==> src/rtl/hng_pkg.sv <==
// Shared types and constants of the height-map normal generator.
package hng_pkg;

  localparam int HNG_MAX_WIDTH = 1024;
  localparam int HNG_Q_DEPTH   = 2;
  localparam int HNG_Q_AW      = $clog2(HNG_Q_DEPTH);

  localparam logic [10:0] HNG_WIDTH_RST = 11'd256;

  localparam logic REQ_PIXEL = 1'b0;
  localparam logic REQ_FLUSH = 1'b1;

  typedef struct packed {
    logic       req_type;
    logic [7:0] sample;
  } hng_in_t;

  typedef struct packed {
    logic [9:0]         grid_x;
    logic [9:0]         grid_z;
    logic [7:0]         height;
    logic signed [15:0] normal_x;
    logic [14:0]        normal_y;
    logic signed [15:0] normal_z;
    logic               last;
  } hng_out_t;

  typedef struct packed {
    logic [9:0]        grid_x;
    logic [9:0]        grid_z;
    logic [7:0]        height;
    logic signed [8:0] diff_x;
    logic signed [8:0] diff_z;
    logic              last;
  } hng_job_t;

  typedef enum logic [2:0] {
    FE_IDLE,
    FE_RD_C,
    FE_RD_N,
    FE_CAP,
    FE_PUSH
  } fe_state_t;

  typedef enum logic [2:0] {
    BK_IDLE,
    BK_SUM,
    BK_LOAD,
    BK_DIV,
    BK_SQRT,
    BK_NEXT,
    BK_DONE
  } bk_state_t;

endpackage

==> src/rtl/hng_back.sv <==
// Normal engine: exact rounded unit normal by serial divide and square root.
module hng_back (
  input  logic              clk,
  input  logic              rst_n,
  input  logic              job_valid,
  output logic              job_ready,
  input  hng_pkg::hng_job_t job_data,
  output logic              out_valid,
  input  logic              out_ready,
  output hng_pkg::hng_out_t out_data
);
  import hng_pkg::*;

  localparam logic [1:0]  COMP_X = 2'd0;
  localparam logic [1:0]  COMP_Y = 2'd1;
  localparam logic [1:0]  COMP_Z = 2'd2;
  localparam logic [8:0]  UP_MAG = 9'd510;
  localparam logic [18:0] UP_SQ  = 19'd260100;

  bk_state_t state_r, state_nxt;

  hng_job_t           job_r;
  logic [18:0]        s_r, rem_r;
  logic [1:0]         comp_r;
  logic [31:0]        k_r;
  logic [4:0]         cnt_r;
  logic [17:0]        sqr_r;
  logic [15:0]        root_r;
  logic signed [15:0] nx_r, nz_r;
  logic [14:0]        ny_r;
  logic               out_valid_r;
  hng_out_t           out_data_r;

  logic [8:0]  mag_x, mag_z, mag;
  logic        neg;
  logic [19:0] rem2;
  logic        div_ge;
  logic [19:0] sq_t, sq_trial;
  logic        sq_ge;
  logic [16:0] q17;
  logic [15:0] q;
  logic        load_out;

  assign mag_x = job_r.diff_x[8] ? 9'(-job_r.diff_x) : 9'(job_r.diff_x);
  assign mag_z = job_r.diff_z[8] ? 9'(-job_r.diff_z) : 9'(job_r.diff_z);

  always_comb begin
    case (comp_r)
      COMP_X: begin
        mag = mag_x;
        neg = job_r.diff_x[8];
      end
      COMP_Z: begin
        mag = mag_z;
        neg = job_r.diff_z[8];
      end
      default: begin
        mag = UP_MAG;
        neg = 1'b0;
      end
    endcase
  end

  assign rem2     = {rem_r, 1'b0};
  assign div_ge   = rem2 >= {1'b0, s_r};
  assign sq_t     = {sqr_r, k_r[31:30]};
  assign sq_trial = {2'b00, root_r, 2'b01};
  assign sq_ge    = sq_t >= sq_trial;
  assign q17      = {1'b0, root_r} + 17'd1;
  assign q        = q17[16:1];

  always_comb begin
    state_nxt = state_r;
    case (state_r)
      BK_IDLE: if (job_valid) state_nxt = BK_SUM;
      BK_SUM:  state_nxt = BK_LOAD;
      BK_LOAD: state_nxt = BK_DIV;
      BK_DIV:  if (cnt_r == 5'd31) state_nxt = BK_SQRT;
      BK_SQRT: if (cnt_r == 5'd15) state_nxt = BK_NEXT;
      BK_NEXT: state_nxt = (comp_r == COMP_Z) ? BK_DONE : BK_LOAD;
      BK_DONE: if (!out_valid_r || out_ready) state_nxt = BK_IDLE;
      default: state_nxt = BK_IDLE;
    endcase
  end

  always_comb begin
    job_ready = 1'b0;
    load_out  = 1'b0;
    case (state_r)
      BK_IDLE: job_ready = 1'b1;
      BK_DONE: load_out  = !out_valid_r || out_ready;
      default: ;
    endcase
  end

  always_ff @(posedge clk) begin
    if (!rst_n) begin
      state_r     <= BK_IDLE;
      out_valid_r <= 1'b0;
    end else begin
      state_r <= state_nxt;
      if (load_out) begin
        out_valid_r <= 1'b1;
      end else if (out_ready) begin
        out_valid_r <= 1'b0;
      end
    end
  end

  always_ff @(posedge clk) begin
    case (state_r)
      BK_IDLE: begin
        job_r  <= job_data;
        comp_r <= COMP_X;
      end
      BK_SUM: begin
        s_r <= 19'(mag_x) * 19'(mag_x) + 19'(mag_z) * 19'(mag_z) + UP_SQ;
      end
      BK_LOAD: begin
        rem_r <= 19'(mag) * 19'(mag);
        cnt_r <= '0;
      end
      BK_DIV: begin
        rem_r <= div_ge ? 19'(rem2 - {1'b0, s_r}) : 19'(rem2);
        k_r   <= {k_r[30:0], div_ge};
        if (cnt_r == 5'd31) begin
          cnt_r  <= '0;
          sqr_r  <= '0;
          root_r <= '0;
        end else begin
          cnt_r <= cnt_r + 5'd1;
        end
      end
      BK_SQRT: begin
        sqr_r  <= sq_ge ? 18'(sq_t - sq_trial) : 18'(sq_t);
        root_r <= {root_r[14:0], sq_ge};
        k_r    <= {k_r[29:0], 2'b00};
        cnt_r  <= cnt_r + 5'd1;
      end
      BK_NEXT: begin
        case (comp_r)
          COMP_X:  nx_r <= neg ? -$signed(q) : $signed(q);
          COMP_Y:  ny_r <= q[15] ? 15'h7FFF : q[14:0];
          default: nz_r <= neg ? -$signed(q) : $signed(q);
        endcase
        comp_r <= comp_r + 2'd1;
      end
      BK_DONE: begin
        if (load_out) begin
          out_data_r.grid_x   <= job_r.grid_x;
          out_data_r.grid_z   <= job_r.grid_z;
          out_data_r.height   <= job_r.height;
          out_data_r.normal_x <= nx_r;
          out_data_r.normal_y <= ny_r;
          out_data_r.normal_z <= nz_r;
          out_data_r.last     <= job_r.last;
        end
      end
      default: ;
    endcase
  end

  assign out_valid = out_valid_r;
  assign out_data  = out_data_r;

`ifndef SYNTHESIS
  a_load_valid: assert property (@(posedge clk) disable iff (!rst_n)
    load_out |=> out_valid_r)
    else $error("result load did not raise valid");
  a_ny_pos: assert property (@(posedge clk) disable iff (!rst_n)
    out_valid_r |-> out_data_r.normal_y != '0)
    else $error("normal y component is zero");
`endif

endmodule

==> config.mk <==
export PLATFORM = sky130hd
export DESIGN_NAME = hng_back
export DESIGN_NICKNAME = d
export VERILOG_FILES = /design/src/rtl/hng_pkg.sv /design/src/rtl/hng_back.sv
export SDC_FILE = /design/constraint.sdc
export NUM_CORES = 1
export LEC_CHECK = 0
export ABC_AREA = 1
export CORE_MARGIN = 10
export CORE_UTILIZATION = 37
export CTS_BUF_LIST = sky130_fd_sc_hd__clkbuf_16
export CTS_CLUSTER_DIAMETER = 200
export DETAILED_ROUTE_END_ITERATION = 10
export DONT_BUFFER_PORTS = 1
export SLEW_MARGIN = 20
export SYNTH_ARGS = -nofsm -noshare
export SYNTH_HDL_FRONTEND = slang
export SYNTH_SLANG_ARGS = --single-unit
export TNS_END_PERCENT = 5
==> constraint.sdc <==
create_clock -name clk -period 8 [get_ports clk]
set_clock_uncertainty 0.2 [all_clocks]
set_input_delay 0.4 -clock clk [delete_from_list [all_inputs] [get_ports clk]]
set_output_delay 0.4 -clock clk [all_outputs]
set_load 0.05 [all_outputs]
==> flow_summary.toml <==
[worst_setup_path]
start_kind = "register"
worstPathRequired_ns = 8.09
crit_slowest_cell = "fa_1"
cp.arrival_ns = 7.30
crit_top_cell = "inv_1"
end_kind = "register"
slowest_delay_ns = 0.59
path_class = "register to register"
worstPathMaxFanout = 10
reg2reg_to = "s_r[16]"
reg2reg_depth = 32
reg2reg_from = "job_r[1]"
r2r_slack_ns = 0.79

[logic_synthesis]
avgSynthCellArea_um2 = 9.27
syn_inst = 2233
yosysSeqAreaShare_pct = 41.2
ys_types = 52
ys_seq_elements = 285
syn_area_um2 = 20700
ys_async_sr_fraction_pct = 0
synthFlopType = "edfxtp_1"
synth-edff-count = 281
ys_warn_count = 0

[sta]
drv_slew = 0
period_share_pct = 90.1
finalSetupTns_ns = 0
setup_violations = 0
rsz0062_at_grt = "no"
slew_headroom_pct = 28.5
layout_min_cycle_time_ns = 7.21
tightest_slew_ns = 1.07
max_freq_mhz = 139
hold_viol_final = 0

[layout]
multi_input_area_um2 = 10200
fillers = 5255
layout_commonest_cell = "nand2_1"
area_growth_pct = 12.0
layout_common_cells = "nand2_1, inv_1, edfxtp_1"
drive_gt1_share_pct = 6.52
final_nets = 2657
num_antenna_cells = 0
regArea_um2 = 8520

[drt]
ant_nets = 0
wl_met3_mm = 2.08
drt-wirelength-per-cell_um = 15.7
drt_iter0_drc = 788
top_layer = "met5"
via_count = 14587
drcViolationCount = 0
routed-wl-met2_mm = 23.6
via_per_inst = 4.73
first_pass_iters = 6
wl_met1_mm = 21.8
wl_mm = 48.4

[clock_network]
h-tree-depth = 2
clock_latency_ns = 0.55
cts_root_buf = "clkbuf_16"
clock-sinks = 285
cts_buffers = 34
cts_setup_buffers = 0
clk_pin_slew_ns = 0.06
cts_buffer_depth = 3
tritoncts = "yes"

[floorplanning]
ios = 129
rows = 86
initial_utilization_pct = 37.5
fp.dieH_um = 256
core-area_um2 = 55200
die_w_um = 256
die_area_um2 = 65800

[worst_hold_path]
holdPathStages = 4
min_path_type = "input port to register"
min_from = "out_ready"
min_to = "state_r[2]"

[place]
gp_congestion = 0.893
portBuffers = 0
dp_hpwl_mm = 38.0

[global_routing]
grt_max_degree = 77
track_usage_pct = 14.6
grt_pass1_vias = 14814
grt_overflow = 0
antenna_found_initial = 3
grt_pass1_wl_mm = 78.4

[job]
maxCapViolations = 0

[outcome]
status = "complete, no violations"
## metal layers
layer	vias up	global-route usage (%)
met1	7009	18.7
met5	-	0
met4	2	3.42
li1	7186	-
met3	70	2.44
met2	320	25.3
## stage by stage
step	hold WS (ns)	utilization, %	cell area [µm²]	setup WS (ns)	std cells
final	0.0829	42.0	23200	0.795	3081
after global routing	0.0852	42.0	23200	0.304	3081
after CTS	0.0399	42.0	23200	0.802	3081
after detailed placement	0.205	39.1	21600	0.813	2973
after global placement	0.201	39.1	21600	0.969	2973
after floorplan	0.200	-	20700	1.46	2242
## worst max-delay path: cells and delay by family (launching register included)
kind / cells / cell delay (ns)
AOI/OAI and AO/OA: 3 / 0.61
adders and majority gates: 8 / 3.67
and+or+nand+nor: 10 / 0.97
DFF: 1 / 0.48
buffers and inverters: 10 / 0.87
xor gates and xnor gates: 1 / 0.14
## registers in the layout, summed over array words and instances, names as in the netlist, 16 cells and up
| signal | count |
|---|---|
| k_r | 32 |
| rem_r | 19 |
| root_r | 16 |
| out_data | 76 |
| job_r | 47 |
| nz_r | 16 |
| sqr_r | 18 |
| nx_r | 16 |
| s_r | 19 |
## cells in the mapped netlist (9+ instances only)
cell | number | share of area [%]
nor3_1 | 15 | 0.36
inv_2 | 22 | 0.40
clkbuf_1 | 9 | 0.16
a21oi_1 | 77 | 1.9
nand3_1 | 97 | 2.3
nand4_1 | 10 | 0.30
xnor2_1 | 23 | 0.97
xor2_1 | 40 | 1.7
inv_1 | 469 | 8.5
nor2_1 | 184 | 3.3
nand2_1 | 504 | 9.1
ha_1 | 155 | 9.4
buf_2 | 10 | 0.24
edfxtp_1 | 281 | 41
fa_1 | 141 | 14
nand2_2 | 18 | 0.54
o21ai_1 | 15 | 0.36
o21ai_0 | 53 | 1.3
nand3b_1 | 18 | 0.65
## worst max path at each step
stage          startpoint  endpoint  slack (ns)  cells past startpoint
2_1_floorplan    job_r[1]   s_r[16]        1.46                     32
5_1_grt          job_r[1]   s_r[16]        0.30                     32
3_5_place_dp     job_r[1]   s_r[16]        0.81                     32
6_report         job_r[1]   s_r[16]        0.79                     32
3_3_place_gp     job_r[1]   s_r[16]        0.97                     32
4_1_cts          job_r[1]   s_r[16]        0.80                     32
## logic make-up after synthesis
| kind of cell | share of synthesized area, % |
|---|---|
| fa+ha+maj | 23.0 |
| xor+xnor | 2.93 |
| buf+inv | 9.80 |
| simple gates | 18.1 |
| other cells | 0.0363 |
| flops | 41.2 |
| compound gates | 4.95 |
## layout make-up
type	instances	area share [%]
inverter	496	8.05
timing repair buffer	61	2.51
sequential	285	36.8
multi-input combinational	1432	44.0
clock buffer	35	3.78
clock inverter	24	0.853
tap	748	4.04
## repair_timing
action / CTS / global route
hold endpoints to repair: 51 / 0
gates resized for setup: 0 / 0
hold buffers: 49 / 0
Power is not shown: default switching activity piles up to over one toggle a cycle in this logic, so the estimate is an artifact.
