$ cat config.mk
export PLATFORM = sky130hd
export DESIGN_NAME = hng_queue
export DESIGN_NICKNAME = d
export VERILOG_FILES = /design/src/rtl/hng_pkg.sv /design/src/rtl/hng_queue.sv
export SDC_FILE = /design/constraint.sdc
export NUM_CORES = 1
export LEC_CHECK = 0
export ABC_AREA = 0
export BUFFER_PORTS_ARGS = -buffer_cell sky130_fd_sc_hd__buf_2
export CAP_MARGIN = 20
export CORE_MARGIN = 2
export CORE_UTILIZATION = 58
export CTS_BUF_LIST = sky130_fd_sc_hd__clkbuf_4
export DETAILED_ROUTE_END_ITERATION = 6
export PLACE_DENSITY = 0.87
export SETUP_SLACK_MARGIN = 0.3
export SLEW_MARGIN = 40
export SYNTH_ARGS = -nofsm -noshare
export SYNTH_HDL_FRONTEND = slang
export SYNTH_SLANG_ARGS = --single-unit
$ cat constraint.sdc
create_clock -name clk -period 4.7 [get_ports clk]
set_input_delay 0 -clock clk [delete_from_list [all_inputs] [get_ports clk]]
set_output_delay 0 -clock clk [all_outputs]
set_load 0.05 [all_outputs]
$ cat src/rtl/hng_pkg.sv
// Shared types and constants of the height-map normal generator.
package hng_pkg;

  localparam int HNG_MAX_WIDTH = 1024;
  localparam int HNG_Q_DEPTH   = 2;
  localparam int HNG_Q_AW      = $clog2(HNG_Q_DEPTH);

  localparam logic [10:0] HNG_WIDTH_RST = 11'd256;

  localparam logic REQ_PIXEL = 1'b0;
  localparam logic REQ_FLUSH = 1'b1;

  typedef struct packed {
    logic       req_type;
    logic [7:0] sample;
  } hng_in_t;

  typedef struct packed {
    logic [9:0]         grid_x;
    logic [9:0]         grid_z;
    logic [7:0]         height;
    logic signed [15:0] normal_x;
    logic [14:0]        normal_y;
    logic signed [15:0] normal_z;
    logic               last;
  } hng_out_t;

  typedef struct packed {
    logic [9:0]        grid_x;
    logic [9:0]        grid_z;
    logic [7:0]        height;
    logic signed [8:0] diff_x;
    logic signed [8:0] diff_z;
    logic              last;
  } hng_job_t;

  typedef enum logic [2:0] {
    FE_IDLE,
    FE_RD_C,
    FE_RD_N,
    FE_CAP,
    FE_PUSH
  } fe_state_t;

  typedef enum logic [2:0] {
    BK_IDLE,
    BK_SUM,
    BK_LOAD,
    BK_DIV,
    BK_SQRT,
    BK_NEXT,
    BK_DONE
  } bk_state_t;

endpackage

$ cat src/rtl/hng_queue.sv
// Short job queue between the front end and the normal engine.
module hng_queue (
  input  logic              clk,
  input  logic              rst_n,
  input  logic              push_valid,
  output logic              push_ready,
  input  hng_pkg::hng_job_t push_data,
  output logic              pop_valid,
  input  logic              pop_ready,
  output hng_pkg::hng_job_t pop_data
);
  import hng_pkg::*;

  hng_job_t              ent_r [HNG_Q_DEPTH];
  logic [HNG_Q_AW-1:0]   wr_ptr_r, rd_ptr_r;
  logic [HNG_Q_AW:0]     cnt_r;
  logic                  do_push, do_pop;

  assign push_ready = (cnt_r != (HNG_Q_AW+1)'(HNG_Q_DEPTH));
  assign pop_valid  = (cnt_r != '0);
  assign pop_data   = ent_r[rd_ptr_r];
  assign do_push    = push_valid && push_ready;
  assign do_pop     = pop_valid && pop_ready;

  always_ff @(posedge clk) begin
    if (!rst_n) begin
      wr_ptr_r <= '0;
      rd_ptr_r <= '0;
      cnt_r    <= '0;
    end else begin
      if (do_push) wr_ptr_r <= wr_ptr_r + HNG_Q_AW'(1);
      if (do_pop) rd_ptr_r <= rd_ptr_r + HNG_Q_AW'(1);
      if (do_push && !do_pop) begin
        cnt_r <= cnt_r + (HNG_Q_AW+1)'(1);
      end else if (do_pop && !do_push) begin
        cnt_r <= cnt_r - (HNG_Q_AW+1)'(1);
      end
    end
  end

  always_ff @(posedge clk) begin
    if (do_push) ent_r[wr_ptr_r] <= push_data;
  end

`ifndef SYNTHESIS
  a_cnt_bound: assert property (@(posedge clk) disable iff (!rst_n)
    cnt_r <= (HNG_Q_AW+1)'(HNG_Q_DEPTH))
    else $error("queue count overflow");
`endif

endmodule

==> results of run 1 <==
## cells in the final DEF (no fill, tap or decap)
cell	synthesis	layout
o21ai_1	1	1
bufinv_16	0	1
xnor2_1	2	2
clkinvlp_4	0	1
ha_1	1	1
a21bo_2	1	1
clkinv_1	0	1
inv_4	0	1
a21boi_1	1	1
clkbuf_4	0	10
mux2_2	47	47
dfxtp_1	5	4
or3_1	1	1
a21boi_0	1	1
xor2_1	1	1
dlygate4sd3_1	0	49
o21ai_0	1	1
nand2b_4	1	1
clkinv_2	0	3
buf_2	2	99
and2_1	4	4
edfxtp_1	94	94
dfxtp_4	0	1
and3_4	0	1
nand3b_1	1	1
or2_2	1	1
## worst max-delay path by stage
stage / start / to / slack (ns) / cells after the start
2_1_floorplan: cnt_r[0]$_SDFFE_PN0P_ / ent_r[1][0]$_DFFE_PP_ / 2.44 / 2
4_1_cts: flop / pop_data[28] / 2.83 / 2
6_report: flop / pop_data[4] / 2.86 / 2
5_1_grt: flop / pop_data[4] / 2.75 / 2
3_5_place_dp: cnt_r[0]$_SDFFE_PN0P_ / ent_r[1][5]$_DFFE_PP_ / 3.07 / 2
3_3_place_gp: cnt_r[0]$_SDFFE_PN0P_ / ent_r[1][35]$_DFFE_PP_ / 2.81 / 2
## flip-flops by register name (all words and copies together) (netlist names), named ones only
signal and flops:
rd_ptr_r 1, wr_ptr_r 1, cnt_r 2, ent_r 94
## layout make-up
type	count	share of cell area
clock inverters	6	0.0117
inverters	1	0.00130
repair buffers	148	0.205
clock buffers	10	0.0156
multi-input cells	65	0.140
flip-flops and latches	99	0.608
well taps	75	0.0195
## critical path: cells and delay by family, from the launching register on
kind | cells | cell delay [ns]
multiplexers | 1 | 0.42
flip-flops | 1 | 0.77
buffers and inverters | 1 | 0.22
## stage by stage
stage / cell area, µm² / power (mW) / utilization / setup WS [ns] / cells
after floorplan: 3640 / 1.97 / - / 2.44 / 170
after global placement: 4190 / 2.14 / 0.699 / 2.81 / 339
after detailed placement: 4200 / 2.15 / 0.700 / 3.07 / 339
after CTS: 4820 / 2.59 / 0.804 / 2.83 / 404
after global routing: 4820 / 2.69 / 0.804 / 2.75 / 404
final: 4820 / 2.58 / 0.804 / 2.86 / 404
## routing by layer
metal  share of wire  global-route usage  wire length (µm)  up-vias
li1                -                   -                 -      976
met3           0.040              0.0398               262       10
met1            0.40               0.226              2630      991
met4           0.014              0.0805                91        0
met5               0                   0                 0        -
met2            0.54               0.343              3570       58
## cells by family after synthesis
| family | synth area share |
|---|---|
| XOR/XNOR | 0.00722 |
| buffers and inverters | 0.0131 |
| flip-flops | 0.803 |
| multiplexers | 0.145 |
| AO/OA/AOI/OAI | 0.00963 |
| adder cells (fa/ha/maj) | 0.00344 |
| AND/OR/NAND/NOR | 0.0179 |
## power by group through the flow
stage	combinational, mW	clock (mW)	sequential, mW
2_1_floorplan	0.816	0	1.15
3_3_place_gp	0.930	0	1.21
3_5_place_dp	0.937	0	1.21
4_1_cts	0.973	0.425	1.19
5_1_grt	1.01	0.468	1.21
6_report	0.973	0.416	1.19
==> metrics.cfg, run 1 <==
[floorplan]
fp-row-count=28
die_x_um=83.2
core_area_um2=5990
initial_utilization=0.607
die_area_um2=6920
die_h_um=83.2
ios=100

[timing]
finClkSkew_ns=0.0110
grt_setup_unrepaired=false
worstMarginPinSlew_ns=0.646
fin_crit_ns=1.84
drv_slew=0
worst_hold_slack_ns=0.0723
setup_viol=0
fin_tns_setup_ns=0
maxSlewHeadroom=0.570
hold_viol=0
fin_crit_sh=0.391
max_freq_mhz=544

[pwr]
peakVddDrop_v=0.000465
power_frac_seq=0.462
p_sw_mw=1.01
power.internal_mw=1.57
clock_power_share=0.161
pwr-share-comb=0.377
powerDensity_nw_per_um2=536
netSwitchingFraction=0.392
power_leakage_nw=1.82

[drt]
drc_errors=0
vias_per_cell=5.04
ant_nets=0
routed_wl_mm=6.55
wire_per_inst_um=16.2
vias=2035
drt_pre_antenna_iters=4
drt_iter0_markers=159

[layout]
multiInputGateArea_um2=673
fillers=318
diodes=0
areaGrowthSynthToFinish_pct=32.4
drive_gt1_frac=0.508
num-nets-final=376
seqCellArea_um2=2930

[synthesis]
ys_seq_area_frac=0.803
synth_edf_count=94
synth_largest_area_cell=edfxtp_1
netlist_area_um2=3640
synth_top_area_frac=0.776
yosys-top-cells-area=edfxtp_1 (78%), mux2_2 (15%), dfxtp_1 (2.8%)
synthesis.nets=222
syn_avg_cell_area_um2=21.4
yosysMostFrequentCell=edfxtp_1
async_reset_ff_frac=0
ys.flop_type=edfxtp_1
ys_warn_count=0
ys_types=20
yosys-top-cells-count=edfxtp_1 (94), mux2_2 (47), dfxtp_1 (5), and2_1 (4), buf_6 (3)
synth_seq_cells=99
synthCells=170

[cts]
clock_path_buffers=2
holdBufCountCts=49
root_buffer=clkbuf_4
cts-htree-levels=3
cts_resized=0
cts_tree=done
clk-insertion-delay-late_ns=0.41
cts_setup_buffers=0
cts.reportedPaths.clkPinSlew_ns=0.13
cts_buffers=9
clkSinkCount=99

[setup_path]
cp_data_required_time_ns=4.70
critPathMaxFanout=47
r2r-end=cnt_r[1]$_SDFFE_PN0P_
worstPathCellList=mux2_2 > buf_2
start_kind=flop
critPathCaptureType=output pin
arrival_ns=1.84
slowest_delay_ns=0.77
worst_r2r_path_depth=5
crit_path_top_delay_cell=dfxtp_4
r2r_setup_slack_ns=3.06
critPathKind=flop to output pin
r2r-start=cnt_r[0]$_SDFFE_PN0P_

[hold_path]
hold_end=rd_ptr_r$_SDFFE_PN0P_
hold_path_class=input pin to flop
min_path_cells=4
hp-start=pop_ready

[grt]
grt_pass1_wl_mm=10.2
grt_overflow=0
grt_max_degree=48
antenna_found_initial=0
grt_pass1_vias=2160
grt_use_total=0.192

[placed_design]
portBuffers=99
place_hpwl_mm=3.68
gp_congestion=0.677

[run_status]
status=completed

[job]
drv_cap=0

(Power assumes the default switching activity.)
==> run 2: changes to the inputs <==
--- a/config.mk
+++ b/config.mk
@@ -9,10 +9,10 @@
 export BUFFER_PORTS_ARGS = -buffer_cell sky130_fd_sc_hd__buf_2
 export CAP_MARGIN = 20
 export CORE_MARGIN = 2
-export CORE_UTILIZATION = 58
+export CORE_UTILIZATION = 48
 export CTS_BUF_LIST = sky130_fd_sc_hd__clkbuf_4
 export DETAILED_ROUTE_END_ITERATION = 6
-export PLACE_DENSITY = 0.87
+export PLACE_DENSITY = 0.77
 export SETUP_SLACK_MARGIN = 0.3
 export SLEW_MARGIN = 40
 export SYNTH_ARGS = -nofsm -noshare
==> constraint.sdc (replaced) <==
create_clock -name clk -period 1.5 [get_ports clk]
set_input_delay 0 -clock clk [delete_from_list [all_inputs] [get_ports clk]]
set_output_delay 0 -clock clk [all_outputs]
set_load 0.05 [all_outputs]
==> run 2 against run 1 <==
Against the previous run: the flow now finishes with violations (negative setup slack); design area increased by 28%; wire length rose by 57%; clock skew up 0.024 ns; critical path depth increased by 4; non-clock buffer count rose by 45; sequential share of layout area is 13 points lower; first-iteration DRC count decreased by 5.0%; clock power increased to 3.1 times the previous value; sequential power rose to 3.1 times the previous value; final cell count is 18% higher; worst hold slack lost 0.0089 ns; flip-flop and latch count did not move; critical endpoint is now ent_r[0][15]$_DFFE_PP_.
==> metrics.cfg, run 2 (synthesis gave the netlist of run 1 again) <==
[grt]
grt_pass1_wl_mm=13.0  ; +27%
antenna_found_initial=2  ; +2
use_met3=0.0448  ; +0.00505
grt_use_total=0.211  ; +0.0190
grt_max_degree=28  ; -42%
grt_pass1_vias=2447  ; +13%
grt_use_met2=0.383  ; +0.0396
grtUsageMet1=0.248  ; +0.0219
busiest_layer=met2
grt_overflow=0  ; unchanged

[pwr]
pwr-share-comb=0.523  ; +0.146
peakVddDrop_v=0.00115  ; +150%
powerDensity_nw_per_um2=1680  ; +210%
clock_power_share=0.126  ; -0.035
p_sw_mw=3.94  ; +290%
power.internal_mw=6.44  ; +310%
total_power_mw=10.4  ; +300%
power_frac_seq=0.351  ; -0.111
power_leakage_nw=2.44  ; +34%
netSwitchingFraction=0.380  ; -0.0119

[layout]
num-nets-final=421  ; +12%
drive_gt1_frac=0.591  ; +0.0833
areaGrowthSynthToFinish_pct=69.6
largest_reg_flops=94  ; unchanged
top_register=ent_r
top_regs=ent_r: 94 flops, cnt_r: 2 flops
fillers=334  ; +5.0%
final_common_cell=edfxtp_1
layout_common_cells=edfxtp_1 (94), buf_6 (63), buf_2 (50), dlygate4sd3_1 (49), mux2_4 (43)
fin_util=0.846  ; +0.0422

[setup_path]
worstPathCellList=nand2b_4 > buf_6 > nand3b_1 > clkinvlp_4 > buf_12 > clkbuf_16
critPathMaxFanout=8  ; -83%
critPathTopFamily=buffers and inverters
critPathKind=flop to flop
start_kind=flop
slowest_delay_ns=0.38  ; -0.39 ns
critPathBufInv=4  ; +3
critPathCaptureType=flop
crit_path_top_delay_cell=dfxtp_4
arrival_ns=1.80  ; -0.04 ns
cp_data_required_time_ns=1.72  ; -2.98 ns

[drt]
ant_nets=0  ; unchanged
wire_per_inst_um=21.7  ; +34%
vias_per_cell=5.02  ; -0.28%
routed_wl_mm=10.3  ; +57%
drt_pre_antenna_iters=4  ; unchanged
drt_iter0_markers=151  ; -5.0%
vias=2386  ; +17%
drc_errors=0  ; unchanged

[timing]
fin_crit_ns=1.58
setup_viol=94  ; +94
fin_tns_setup_ns=-3.58  ; -3.58 ns
finClkSkew_ns=0.0351  ; +0.0240 ns
hold_viol=0  ; unchanged
drv_slew=0  ; unchanged
worst_hold_slack_ns=0.0635  ; -0.00885 ns
fin_crit_sh=1.05
worstMarginPinSlew_ns=0.202  ; -0.444 ns
setup_ws_ns=-0.0803  ; -2.94 ns
grt_setup_unrepaired=true
max_freq_mhz=633
maxSlewHeadroom=0.865  ; +0.295

[cts]
cts-htree-levels=3  ; unchanged
root_buffer=clkbuf_4
clkSinkCount=99  ; unchanged
clock_path_buffers=2  ; unchanged
cts.reportedPaths.clkPinSlew_ns=0.15  ; +0.02 ns
cts_buffers=9  ; unchanged
clk-insertion-delay-late_ns=0.46  ; +0.05 ns
cts_tree=done

[job]
drv_cap=0  ; unchanged

[floorplan]
core_area_um2=7290  ; +22%
initial_utilization=0.499  ; -0.108
die_x_um=91.1  ; +9.4%
fp-row-count=31  ; +11%
die_h_um=91.1  ; +9.4%
die_area_um2=8290  ; +20%
ios=100  ; unchanged

[placed_design]
gp_congestion=0.720  ; +6.2%
portBuffers=99  ; unchanged
dp_slack_ns=-0.0253  ; -3.10 ns
place_hpwl_mm=3.87  ; +5.1%

[run_status]
status=finished with violations
violations=negative setup slack

[hold_path]
hold_path_class=input pin to flop

## run 2: cell count changes in the layout (fill, tap and decap cells not counted), sizes merged
cell and change:
clkinv -4, bufinv -1, clkbuf +3, diode +2, inv +1, clkinvlp +4
buf +42
## run 2: worst paths after layout
path              slack, ns  cells past startpoint                endpoint                   from
setup / recovery      -0.08                      6  ent_r[0][15]$_DFFE_PP_  cnt_r[0]$_SDFFE_PN0P_
hold / removal         0.06                      5   cnt_r[1]$_SDFFE_PN0P_              pop_ready
setup reg to reg      -0.08                      6  ent_r[0][15]$_DFFE_PP_  cnt_r[0]$_SDFFE_PN0P_
hold reg to reg        0.56                      2   cnt_r[1]$_SDFFE_PN0P_  cnt_r[1]$_SDFFE_PN0P_
## run 2: timing repair
| action | CTS | global route |
|---|---|---|
| pin swaps | 5 | 3 |
| resized for setup | 155 | 39 |
| endpoints found under the hold margin | 99 | 0 |
| gates cloned | 10 | 3 |
| setup endpoints to repair | 145 | 146 |
| setup buffers | 19 | 5 |
| hold buffers | 49 | 0 |
## run 2: worst register-to-register path, delay by kind of cell, from the launching register on
family                 cells  cell delay [ns]
flip-flops                 1             0.38
buffers and inverters      4             0.69
AND/OR/NAND/NOR            2             0.28
## run 2: routing by layer
layer / share of wire / wire length [µm] / vias to the layer above
met2: 0.53 / 5450 / 120
met1: 0.39 / 4040 / 1183
met3: 0.060 / 613 / 13
met5: 0 / 0 / -
met4: 0.019 / 197 / 0
li1: - / - / 1070
## run 2: layout make-up
cell class              count  area (µm²)  share of cell area
multi-input cells          65         882               0.143
flip-flops and latches     99        2930               0.475
diodes                      2        5.00            0.000811
well taps                  99         124              0.0201
clock buffers              10        75.1              0.0122
clock inverters             6        50.0             0.00811
inverters                   1        7.51             0.00122
repair buffers            193        2100               0.340
## run 2: through the flow
stage,cell area (µm²),instances
after CTS,5890,465
after global routing,6170,475
after detailed placement,4320,371
final,6170,475
after global placement,4320,371
after floorplan,3640,170
## run 2: power by group through the flow
| stage | Combinational (mW) | Clock, mW | Sequential, mW |
|---|---|---|---|
| after floorplan | 2.56 | 0 | 3.60 |
| after global placement | 3.25 | 0 | 3.61 |
| after detailed placement | 3.26 | 0 | 3.63 |
| after CTS | 4.83 | 1.27 | 3.58 |
| after global routing | 5.60 | 1.41 | 3.67 |
| final | 5.43 | 1.31 | 3.64 |
